[config.mk]
export PLATFORM = sky130hd
export DESIGN_NAME = tracker_channel_volume_pan_effects_core
export DESIGN_NICKNAME = d
export VERILOG_FILES = /design/src/design/tcvp_pkg.sv /design/src/design/tracker_channel_volume_pan_effects_core.sv /design/src/design/tcvp_div.sv
export SDC_FILE = /design/constraint.sdc
export NUM_CORES = 1
export LEC_CHECK = 0
export BUFFER_PORTS_ARGS = -buffer_cell sky130_fd_sc_hd__buf_4
export CORE_ASPECT_RATIO = 1.5
export CORE_MARGIN = 3
export CORE_UTILIZATION = 40
export DETAILED_ROUTE_END_ITERATION = 10
export RECOVER_POWER = 100
export REMOVE_ABC_BUFFERS = 1
export SYNTH_ARGS = -nofsm -noshare
export SYNTH_HDL_FRONTEND = slang
export SYNTH_SLANG_ARGS = --single-unit
[constraint.sdc]
create_clock -name aclk -period 5.2 [get_ports aclk]
set_clock_uncertainty 0.2 [all_clocks]
set_input_delay 1.04 -clock aclk [delete_from_list [all_inputs] [get_ports aclk]]
set_output_delay 1.04 -clock aclk [all_outputs]
set_load 0.005 [all_outputs]
[src/design/tcvp_pkg.sv]
package tcvp_pkg;

    // Effect commands
    localparam logic [3:0] CMD_NONE         = 4'd0;
    localparam logic [3:0] CMD_SET_VOL      = 4'd1;
    localparam logic [3:0] CMD_VOL_SLIDE    = 4'd2;
    localparam logic [3:0] CMD_TREMOR       = 4'd3;
    localparam logic [3:0] CMD_SET_CHVOL    = 4'd4;
    localparam logic [3:0] CMD_CHVOL_SLIDE  = 4'd5;
    localparam logic [3:0] CMD_PAN_SLIDE    = 4'd6;
    localparam logic [3:0] CMD_RETRIG       = 4'd7;
    localparam logic [3:0] CMD_SET_GVOL     = 4'd8;
    localparam logic [3:0] CMD_GVOL_SLIDE   = 4'd9;
    localparam logic [3:0] CMD_SET_PAN      = 4'd10;
    localparam logic [3:0] CMD_VC_FINE_UP   = 4'd11;
    localparam logic [3:0] CMD_VC_FINE_DOWN = 4'd12;
    localparam logic [3:0] CMD_VC_UP        = 4'd13;
    localparam logic [3:0] CMD_VC_DOWN      = 4'd14;
    localparam logic [3:0] CMD_SURROUND     = 4'd15;

    // Slide speed memory slots
    localparam int         MEM_COUNT = 5;
    localparam logic [2:0] MEM_D     = 3'd0;
    localparam logic [2:0] MEM_N     = 3'd1;
    localparam logic [2:0] MEM_P     = 3'd2;
    localparam logic [2:0] MEM_W     = 3'd3;
    localparam logic [2:0] MEM_VC    = 3'd4;

    localparam logic [7:0] VOL_TOP  = 8'd64;
    localparam logic [7:0] GVOL_TOP = 8'd128;

    localparam int OUT_W = 40;

    // Divider sizes
    localparam int DIV_W   = 8;
    localparam int DVS_W   = 6;
    localparam int DIV_CNT_W = $clog2(DIV_W);

    typedef enum logic [1:0] {
        ST_IDLE,
        ST_CALC,
        ST_DIV,
        ST_WB
    } state_t;

    typedef struct packed {
        logic             start;
        logic [DIV_W-1:0] dividend;
        logic [DVS_W-1:0] divisor;
    } div_req_t;

    typedef struct packed {
        logic             done;
        logic [DIV_W-1:0] quotient;
        logic [DVS_W-1:0] remainder;
    } div_rsp_t;

endpackage

[src/design/tracker_channel_volume_pan_effects_core.sv]
// Per-channel tick processor for tracker volume, pan and slide effects. Each item is one
// tick: s_tdata carries the parameter byte, s_tuser the command and first-tick flag. Most
// ticks pass through ST_CALC and ST_WB; a tremor tick with a nonzero period, or a retrigger
// tick that fires with the two-thirds volume change, also waits in ST_DIV on the shared
// 8-step restoring divider (tremor period modulo, divide by three). The block takes one item
// at a time; a finished result sits in the output register and the next tick is accepted
// while it waits. old_effects is to be written through cfg_wr_en/cfg_wr_data only while the
// block is idle; the block itself does not enforce this.
module tracker_channel_volume_pan_effects_core (
    input  logic                       aclk,
    input  logic                       aresetn,
    input  logic                       cfg_wr_en,
    input  logic                       cfg_wr_data,   // old_effects
    input  logic                       s_tvalid,
    output logic                       s_tready,
    input  logic [7:0]                 s_tdata,       // param[7:0]
    input  logic [4:0]                 s_tuser,       // cmd[3:0], first_tick[4]
    output logic                       m_tvalid,
    input  logic                       m_tready,
    // volume[6:0], channel_volume[13:7], pan[20:14], global_volume[28:21],
    // gated_volume[35:29], gate_active[36], retrigger[37], surround[38], zero[39]
    output logic [tcvp_pkg::OUT_W-1:0] m_tdata
);

    localparam logic [3:0] NIB_FULL = 4'hF;
    localparam logic [3:0] NIB_ZERO = 4'h0;
    localparam logic [2:0] RT_NONE  = 3'd0;
    localparam logic [2:0] RT_SCALE = 3'd6;
    localparam logic [2:0] RT_HALVE = 3'd7;
    localparam logic [5:0] DIV_BY_3 = 6'd3;

    tcvp_pkg::state_t state_reg, state_next;

    logic [3:0] cmd_reg;
    logic [7:0] param_reg;
    logic       first_reg;
    logic       old_effects_reg;

    logic [6:0] note_vol_reg, chan_vol_reg, pan_reg;
    logic [7:0] song_vol_reg;
    logic       surround_reg;
    logic [7:0] slide_mem_reg [tcvp_pkg::MEM_COUNT];
    logic [7:0] tremor_mem_reg, retrig_mem_reg, tremor_cnt_reg, retrig_cnt_reg;

    logic                       m_valid_reg;
    logic [tcvp_pkg::OUT_W-1:0] m_data_reg;

    logic [6:0] note_vol_next, chan_vol_next, pan_next, gated_next;
    logic [7:0] song_vol_next, tremor_cnt_next, retrig_cnt_next;
    logic       surround_next, gate_next, kick_next;

    tcvp_pkg::div_req_t div_req;
    tcvp_pkg::div_rsp_t div_rsp;

    logic       s_accept, out_free, commit;
    logic [4:0] trem_on, trem_off;
    logic [5:0] trem_period;
    logic       retrig_fire;
    logic       need_div;

    function automatic logic [7:0] sat_up_f(input logic [7:0] v, input logic [7:0] d,
                                            input logic [7:0] top);
        logic [8:0] s;
        s = {1'b0, v} + {1'b0, d};
        return (s < {1'b0, top}) ? s[7:0] : top;
    endfunction

    function automatic logic [7:0] sat_down_f(input logic [7:0] v, input logic [7:0] d);
        return (v > d) ? v - d : 8'd0;
    endfunction

    // Fine slides on the first tick (other nibble full), normal slides later (other nibble zero).
    function automatic logic [7:0] slide_f(input logic [7:0] v, input logic [7:0] spd,
                                           input logic first, input logic [7:0] top);
        logic [3:0] hi, lo;
        logic [7:0] r;
        hi = spd[7:4];
        lo = spd[3:0];
        r  = v;
        if (first) begin
            if (hi == NIB_FULL) r = sat_down_f(v, {4'h0, lo});
            else if (lo == NIB_FULL) r = sat_up_f(v, {4'h0, hi}, top);
        end else begin
            if (hi == NIB_ZERO) r = sat_down_f(v, {4'h0, lo});
            else if (lo == NIB_ZERO) r = sat_up_f(v, {4'h0, hi}, top);
        end
        return r;
    endfunction

    // Retrigger volume change; q3 is (2*v)/3 from the divider.
    function automatic logic [6:0] retrig_vol_f(input logic [6:0] v, input logic [3:0] typ,
                                                input logic [7:0] q3);
        logic [7:0] w, d, r;
        logic [8:0] t;
        w = {1'b0, v};
        d = 8'd1 << (typ[2:0] - 3'd1);
        r = w;
        t = {1'b0, w};
        if (typ[2:0] == RT_NONE) begin
            r = w;
        end else if (typ[2:0] == RT_SCALE) begin
            t = ({1'b0, w} + {w, 1'b0}) >> 1;
            r = typ[3] ? ((t > {1'b0, tcvp_pkg::VOL_TOP}) ? tcvp_pkg::VOL_TOP : t[7:0]) : q3;
        end else if (typ[2:0] == RT_HALVE) begin
            t = {w, 1'b0};
            r = typ[3] ? ((t > {1'b0, tcvp_pkg::VOL_TOP}) ? tcvp_pkg::VOL_TOP : t[7:0])
                       : {1'b0, w[7:1]};
        end else begin
            r = typ[3] ? sat_up_f(w, d, tcvp_pkg::VOL_TOP) : sat_down_f(w, d);
        end
        return r[6:0];
    endfunction

    assign s_accept = s_tvalid && s_tready;
    assign out_free = !m_valid_reg || m_tready;
    assign commit   = (state_reg == tcvp_pkg::ST_WB) && out_free;

    always_comb begin
        trem_on     = {1'b0, tremor_mem_reg[7:4]} + {4'd0, old_effects_reg};
        trem_off    = {1'b0, tremor_mem_reg[3:0]} + {4'd0, old_effects_reg};
        trem_period = {1'b0, trem_on} + {1'b0, trem_off};
        retrig_fire = retrig_cnt_reg >= {4'd0, retrig_mem_reg[3:0]};
    end

    // Sequencer
    always_ff @(posedge aclk) begin
        if (!aresetn) state_reg <= tcvp_pkg::ST_IDLE;
        else          state_reg <= state_next;
    end

    always_comb begin
        state_next       = state_reg;
        need_div         = 1'b0;
        div_req.start    = 1'b0;
        div_req.dividend = tremor_cnt_reg;
        div_req.divisor  = trem_period;
        s_tready         = 1'b0;
        case (state_reg)
            tcvp_pkg::ST_IDLE: begin
                s_tready = 1'b1;
                if (s_tvalid) state_next = tcvp_pkg::ST_CALC;
            end
            tcvp_pkg::ST_CALC: begin
                if (cmd_reg == tcvp_pkg::CMD_TREMOR) begin
                    need_div = trem_period != 6'd0;
                end else if (cmd_reg == tcvp_pkg::CMD_RETRIG) begin
                    need_div         = retrig_fire && (retrig_mem_reg[7:4] == {1'b0, RT_SCALE});
                    div_req.dividend = {note_vol_reg, 1'b0};
                    div_req.divisor  = DIV_BY_3;
                end
                div_req.start = need_div;
                state_next    = need_div ? tcvp_pkg::ST_DIV : tcvp_pkg::ST_WB;
            end
            tcvp_pkg::ST_DIV: begin
                if (div_rsp.done) state_next = tcvp_pkg::ST_WB;
            end
            tcvp_pkg::ST_WB: begin
                if (out_free) state_next = tcvp_pkg::ST_IDLE;
            end
            default: state_next = tcvp_pkg::ST_IDLE;
        endcase
    end

    tcvp_div u_div (
        .aclk    (aclk),
        .aresetn (aresetn),
        .req     (div_req),
        .rsp     (div_rsp)
    );

    // Tick result
    always_comb begin
        logic [7:0] t8;
        logic [7:0] spd;
        logic [7:0] tc8;
        note_vol_next   = note_vol_reg;
        chan_vol_next   = chan_vol_reg;
        pan_next        = pan_reg;
        song_vol_next   = song_vol_reg;
        surround_next   = surround_reg;
        tremor_cnt_next = tremor_cnt_reg;
        retrig_cnt_next = retrig_cnt_reg;
        gate_next       = 1'b0;
        kick_next       = 1'b0;
        gated_next      = 7'd0;
        t8              = 8'd0;
        spd             = 8'd0;
        tc8             = 8'd0;
        case (cmd_reg)
            tcvp_pkg::CMD_NONE: ;
            tcvp_pkg::CMD_SET_VOL: begin
                if (first_reg && param_reg <= tcvp_pkg::VOL_TOP) note_vol_next = param_reg[6:0];
            end
            tcvp_pkg::CMD_VOL_SLIDE: begin
                spd = slide_mem_reg[tcvp_pkg::MEM_D];
                // Full-speed fine forms on the first tick
                if (first_reg && spd[7:4] == NIB_FULL && spd[3:0] == NIB_ZERO)
                    t8 = sat_up_f({1'b0, note_vol_reg}, 8'd15, tcvp_pkg::VOL_TOP);
                else if (first_reg && spd[3:0] == NIB_FULL && spd[7:4] == NIB_ZERO)
                    t8 = sat_down_f({1'b0, note_vol_reg}, 8'd15);
                else
                    t8 = slide_f({1'b0, note_vol_reg}, spd, first_reg, tcvp_pkg::VOL_TOP);
                note_vol_next = t8[6:0];
            end
            tcvp_pkg::CMD_TREMOR: begin
                tc8             = (trem_period != 6'd0) ? {2'b0, div_rsp.remainder} : 8'd0;
                gated_next      = (tc8 < {3'b0, trem_on}) ? note_vol_reg : 7'd0;
                tremor_cnt_next = tc8 + 8'd1;
                gate_next       = 1'b1;
            end
            tcvp_pkg::CMD_SET_CHVOL: begin
                if (first_reg && param_reg <= tcvp_pkg::VOL_TOP) chan_vol_next = param_reg[6:0];
            end
            tcvp_pkg::CMD_CHVOL_SLIDE: begin
                t8 = slide_f({1'b0, chan_vol_reg}, slide_mem_reg[tcvp_pkg::MEM_N], first_reg,
                             tcvp_pkg::VOL_TOP);
                chan_vol_next = t8[6:0];
            end
            tcvp_pkg::CMD_PAN_SLIDE: begin
                // low nibble moves right, high nibble moves left
                spd = slide_mem_reg[tcvp_pkg::MEM_P];
                t8  = {1'b0, pan_reg};
                if (first_reg) begin
                    if (spd[7:4] == NIB_FULL)
                        t8 = sat_up_f({1'b0, pan_reg}, {4'h0, spd[3:0]}, tcvp_pkg::VOL_TOP);
                    else if (spd[3:0] == NIB_FULL)
                        t8 = sat_down_f({1'b0, pan_reg}, {4'h0, spd[7:4]});
                end else begin
                    if (spd[7:4] == NIB_ZERO)
                        t8 = sat_up_f({1'b0, pan_reg}, {4'h0, spd[3:0]}, tcvp_pkg::VOL_TOP);
                    else if (spd[3:0] == NIB_ZERO)
                        t8 = sat_down_f({1'b0, pan_reg}, {4'h0, spd[7:4]});
                end
                pan_next = t8[6:0];
            end
            tcvp_pkg::CMD_RETRIG: begin
                if (retrig_fire) begin
                    note_vol_next   = retrig_vol_f(note_vol_reg, retrig_mem_reg[7:4],
                                                   div_rsp.quotient);
                    retrig_cnt_next = 8'd1;
                    kick_next       = 1'b1;
                end else begin
                    retrig_cnt_next = retrig_cnt_reg + 8'd1;
                end
            end
            tcvp_pkg::CMD_SET_GVOL: begin
                if (first_reg && param_reg <= tcvp_pkg::GVOL_TOP) song_vol_next = param_reg;
            end
            tcvp_pkg::CMD_GVOL_SLIDE: begin
                song_vol_next = slide_f(song_vol_reg, slide_mem_reg[tcvp_pkg::MEM_W], first_reg,
                                        tcvp_pkg::GVOL_TOP);
            end
            tcvp_pkg::CMD_SET_PAN: begin
                if (first_reg) begin
                    t8            = 8'(({1'b0, param_reg} + 9'd2) >> 2);
                    pan_next      = t8[6:0];
                    surround_next = 1'b0;
                end
            end
            tcvp_pkg::CMD_VC_FINE_UP, tcvp_pkg::CMD_VC_UP: begin
                if (first_reg == (cmd_reg == tcvp_pkg::CMD_VC_FINE_UP)) begin
                    t8 = sat_up_f({1'b0, note_vol_reg}, slide_mem_reg[tcvp_pkg::MEM_VC],
                                  tcvp_pkg::VOL_TOP);
                    note_vol_next = t8[6:0];
                end
            end
            tcvp_pkg::CMD_VC_FINE_DOWN, tcvp_pkg::CMD_VC_DOWN: begin
                if (first_reg == (cmd_reg == tcvp_pkg::CMD_VC_FINE_DOWN)) begin
                    t8 = sat_down_f({1'b0, note_vol_reg}, slide_mem_reg[tcvp_pkg::MEM_VC]);
                    note_vol_next = t8[6:0];
                end
            end
            tcvp_pkg::CMD_SURROUND: surround_next = 1'b1;
            default: ;
        endcase
        if (!gate_next) gated_next = note_vol_next;
    end

    // Item capture and speed memories (updated before use, on accept)
    always_ff @(posedge aclk) begin
        if (s_accept) begin
            cmd_reg   <= s_tuser[3:0];
            param_reg <= s_tdata;
            first_reg <= s_tuser[4];
        end
    end

    always_ff @(posedge aclk) begin
        if (!aresetn) begin
            old_effects_reg <= 1'b0;
            note_vol_reg    <= 7'd0;
            chan_vol_reg    <= tcvp_pkg::VOL_TOP[6:0];
            pan_reg         <= 7'd32;
            song_vol_reg    <= tcvp_pkg::GVOL_TOP;
            surround_reg    <= 1'b0;
            for (int i = 0; i < tcvp_pkg::MEM_COUNT; i++) slide_mem_reg[i] <= 8'd0;
            tremor_mem_reg  <= 8'd0;
            retrig_mem_reg  <= 8'd0;
            tremor_cnt_reg  <= 8'd0;
            retrig_cnt_reg  <= 8'd0;
        end else begin
            if (cfg_wr_en) old_effects_reg <= cfg_wr_data;
            if (s_accept && s_tuser[4] && s_tdata != 8'd0) begin
                case (s_tuser[3:0])
                    tcvp_pkg::CMD_VOL_SLIDE:   slide_mem_reg[tcvp_pkg::MEM_D] <= s_tdata;
                    tcvp_pkg::CMD_CHVOL_SLIDE: slide_mem_reg[tcvp_pkg::MEM_N] <= s_tdata;
                    tcvp_pkg::CMD_PAN_SLIDE:   slide_mem_reg[tcvp_pkg::MEM_P] <= s_tdata;
                    tcvp_pkg::CMD_GVOL_SLIDE:  slide_mem_reg[tcvp_pkg::MEM_W] <= s_tdata;
                    tcvp_pkg::CMD_VC_FINE_UP, tcvp_pkg::CMD_VC_FINE_DOWN,
                    tcvp_pkg::CMD_VC_UP, tcvp_pkg::CMD_VC_DOWN:
                        slide_mem_reg[tcvp_pkg::MEM_VC] <= s_tdata;
                    tcvp_pkg::CMD_TREMOR:      tremor_mem_reg <= s_tdata;
                    tcvp_pkg::CMD_RETRIG:      retrig_mem_reg <= s_tdata;
                    default: ;
                endcase
            end
            if (commit) begin
                note_vol_reg   <= note_vol_next;
                chan_vol_reg   <= chan_vol_next;
                pan_reg        <= pan_next;
                song_vol_reg   <= song_vol_next;
                surround_reg   <= surround_next;
                tremor_cnt_reg <= tremor_cnt_next;
                retrig_cnt_reg <= retrig_cnt_next;
            end
        end
    end

    // Output register
    always_ff @(posedge aclk) begin
        if (!aresetn) begin
            m_valid_reg <= 1'b0;
        end else if (commit) begin
            m_valid_reg <= 1'b1;
        end else if (m_tready) begin
            m_valid_reg <= 1'b0;
        end
    end

    always_ff @(posedge aclk) begin
        if (commit) begin
            m_data_reg <= {1'b0, surround_next, kick_next, gate_next, gated_next,
                           song_vol_next, pan_next, chan_vol_next, note_vol_next};
        end
    end

    assign m_tvalid = m_valid_reg;
    assign m_tdata  = m_data_reg;

endmodule

[src/design/tcvp_div.sv]
module tcvp_div (
    input  logic               aclk,
    input  logic               aresetn,
    input  tcvp_pkg::div_req_t req,
    output tcvp_pkg::div_rsp_t rsp
);

    logic                           busy_reg;
    logic                           done_reg;
    logic [tcvp_pkg::DIV_CNT_W-1:0] cnt_reg;
    logic [tcvp_pkg::DIV_W-1:0]     quo_reg;
    logic [tcvp_pkg::DVS_W-1:0]     rem_reg;
    logic [tcvp_pkg::DVS_W-1:0]     dvs_reg;

    logic [tcvp_pkg::DVS_W:0]       trial;
    logic                           fits;
    logic [tcvp_pkg::DVS_W:0]       diff;

    // One restoring step per cycle, dividend shifted in MSB first.
    always_comb begin
        trial = {rem_reg, quo_reg[tcvp_pkg::DIV_W-1]};
        fits  = trial >= {1'b0, dvs_reg};
        diff  = trial - {1'b0, dvs_reg};
    end

    always_ff @(posedge aclk) begin
        if (!aresetn) begin
            busy_reg <= 1'b0;
            done_reg <= 1'b0;
            cnt_reg  <= '0;
        end else begin
            done_reg <= 1'b0;
            if (req.start) begin
                busy_reg <= 1'b1;
                cnt_reg  <= '0;
            end else if (busy_reg) begin
                cnt_reg <= cnt_reg + 1'b1;
                if (cnt_reg == tcvp_pkg::DIV_CNT_W'(tcvp_pkg::DIV_W - 1)) begin
                    busy_reg <= 1'b0;
                    done_reg <= 1'b1;
                end
            end
        end
    end

    always_ff @(posedge aclk) begin
        if (req.start) begin
            quo_reg <= req.dividend;
            rem_reg <= '0;
            dvs_reg <= req.divisor;
        end else if (busy_reg) begin
            quo_reg <= {quo_reg[tcvp_pkg::DIV_W-2:0], fits};
            rem_reg <= fits ? diff[tcvp_pkg::DVS_W-1:0] : trial[tcvp_pkg::DVS_W-1:0];
        end
    end

    assign rsp.done      = done_reg;
    assign rsp.quotient  = quo_reg;
    assign rsp.remainder = rem_reg;

endmodule

==> flow_summary.yaml <==
synth:
  synth_xor_xnor_area_share_pct: 3.77
  synth_top_area_share_pct: 21.8
  async_flop_share_pct: 0
  ys.flop_type: "edfxtp_1"
  ys_types: 104
  ys_warn_count: 0
  synth_area_leaders: "edfxtp_1 22%, dfxtp_1 10%, ha_1 9.0%, nor2_1 3.8%, a21oi_1 3.8%"
  synth_seq_cells: 182
  yosys.area_share.adder_pct: 11.0
  synth_top_family_by_area: "compound AO/OA/AOI/OAI gates"
  syn-instance-count: 1699
  synth.area.mux_share_pct: 2.30
  yosys.area_share.simple_pct: 21.2
  yosysTopAreaCell: "edfxtp_1"
  synth-seq-area-share_pct: 32.2
  synth_edf_count: 106
  postSynthAreaPerCell_um2: 8.61
  synth_compound_area_share_pct: 24.5
  syn-cell-area_um2: 14600
sta:
  setup_viol: 0
  rsz0062_at_grt: "false"
  tns_ns: 0
  fmax_mhz: 206
  period_share_pct: 93.1
  slew_viol_final: 71
  fin_crit_ns: 4.84
  worst_pin_slew_ns: 2.21
  setup_slack_ns: 0.357
  finalHoldViolations: 0
  relSlewSlack_pct: -47.5
  whs_ns: 0.265
routing:
  firstDrtPassIters: 6
  first_iter_violations: 847
  ant_nets: 0
  wl_mm: 47.3
  route.detailed.drc: 0
  routedWlPerCell_um: 21.4
  vias: 13600
  viasPerCell: 6.13
power_and_ir_drop:
  power_leakage_nw: 6.28
  vdd_drop_max_mv: 0.272
  power_density_nw_per_um2: 324
placed_design:
  place_ws_ns: 0.790
  place_inst: 2179
  place.gp.congestion: 0.969
  io_buffers: 59
  hpwlAfterDp_mm: 35.9
floorplanning:
  die_h_um: 240
  die_area_um2: 39000
  ios: 61
  rows: 85
  die_x_um: 162
  initial_core_util_pct: 40.6
  core_um2: 36100
cts:
  cts.sinks: 182
  cts_root_buf: "clkbuf_16"
  insertion_delay_ns: 0.46
  postCtsSetupBuffers: 0
  cts_resized: 0
  holdBufCountCts: 0
  cts.path.max_buffers: 2
  numCtsBuffers: 17
  clk_pin_slew_worst_paths_ns: 0.08
  htreeDepth: 4
  tritoncts: "built"
global_route:
  grtUsageTotal_pct: 24.2
  grt_pass1_vias: 13300
  grt_pass1_wl_mm: 73.8
  grt_max_degree: 38
  antenna_found_initial: 0
  grt_overflow: 0
worst_setup_path:
  arrival_ns: 4.98
  startpoint: "m_tready"
  setup.worst_path.class: "in2reg"
  worstPathMaxFanout: 32
  endpoint_kind: "flip-flop"
  cp-start-kind: "input pin"
  critical_path_required_ns: 5.34
  reg2reg_from: "old_effects_reg$_SDFFE_PN0P_"
layout:
  drive_gt1_share_pct: 8.25
  areaGrowthSynthToFinish_pct: 9.17
  largest_reg_flops: 40
  final_core_util_pct: 44.3
  layout_common_cells: "149 x nor2_1, 128 x nand2_1, 110 x a21oi_1, 106 x edfxtp_1, 105 x ha_1"
  antennaDiodeCount: 0
  fillerInstances: 3595
  nNetsFinal: 1859
  stdcell_count: 2211
  final_common_cell: "nor2_1"
hold_path:
  hold_path_class: "reg2reg"
  hold_start: "tremor_cnt_reg[1]$_SDFFE_PN0P_"
status:
  outcome: "finished with violations"
  violations: "capacitance limit, slew limit"
job:
  cap_violations: 2
==> power breakdown <==
| part | internal, W | total, W | switching (W) |
|---|---|---|---|
| Combinational | 0.000714 | 0.00184 | 0.00112 |
| Clock | 0.000712 | 0.00137 | 0.000662 |
| Sequential | 0.00171 | 0.00196 | 0.000250 |
| Total | 0.00314 | 0.00517 | 0.00203 |
==> Yosys cell counts (12+ instances only) <==
library cell / n
a21oi_1: 110
o221ai_1: 12
nand4_1: 30
o211ai_1: 15
fa_1: 15
nand3_1: 57
mux2i_1: 28
nor2b_1: 30
xnor2_1: 41
edfxtp_1: 106
inv_1: 92
clkbuf_1: 51
a31oi_1: 48
ha_1: 105
nor2_1: 147
nand2_1: 128
o21ai_0: 98
or3_1: 12
or4_1: 12
and3_1: 14
a211oi_1: 28
a221oi_1: 16
buf_2: 18
nand2b_1: 28
and2_1: 21
dfxtp_1: 76
o21a_1: 16
nor4_1: 20
nor3_1: 49
xor2_1: 22
a21o_1: 30
==> cells by family after synthesis <==
group	Yosys count
adders and majority gates	120
muxes	33
xor gates and xnor gates	63
other	1
buffers and inverters	176
and+or+nand+nor	601
AOI/OAI and AO/OA	523
DFF	182
==> per-layer routing <==
layer / global-route usage [%] / up-vias / part of all wire [%]
met1: 26.7 / 6531 / 38
met4: 12.5 / 0 / 5.2
met3: 2.96 / 146 / 3.9
met5: 0 / - / 0
met2: 45.2 / 441 / 53
li1: - / 6440 / -
==> layout make-up <==
class / count / area (µm²) / area share [%]
tap: 478 / 598 / 3.74
multi-input combinational: 1341 / 9170 / 57.4
sequential: 182 / 4700 / 29.4
timing repair buffer: 82 / 538 / 3.37
inverter: 96 / 360 / 2.26
clock inverter: 14 / 158 / 0.987
clock buffer: 18 / 450 / 2.82
==> stage by stage <==
| step | power, W | area, µm² |
|---|---|---|
| 2_1_floorplan | 0.00319 | 14300 |
| 3_3_place_gp | 0.00380 | 15500 |
| 3_5_place_dp | 0.00383 | 15500 |
| 4_1_cts | 0.00520 | 16100 |
| 5_1_grt | 0.00547 | 16000 |
| 6_report | 0.00517 | 16000 |
==> worst max-delay path: stages <==
cell       delay, ns
clkbuf_4        0.11
nor2b_1         0.17
nand2b_1        0.13
clkbuf_1        1.57
inv_1           0.93
clkbuf_2        0.61
a2111oi_2       0.41
==> path summary, 6_finish.rpt <==
path                                          to  slack (ns)  cells past startpoint
setup / recovery    note_vol_reg[0]$_SDFFE_PN0P_        0.36                      7
hold / removal    tremor_cnt_reg[1]$_SDFFE_PN0P_        0.26                      2
setup reg to reg      u_div.quo_reg[2]$_DFFE_PP_        0.59                     12
hold reg to reg   tremor_cnt_reg[1]$_SDFFE_PN0P_        0.26                      2
(Power assumes the default switching activity.)
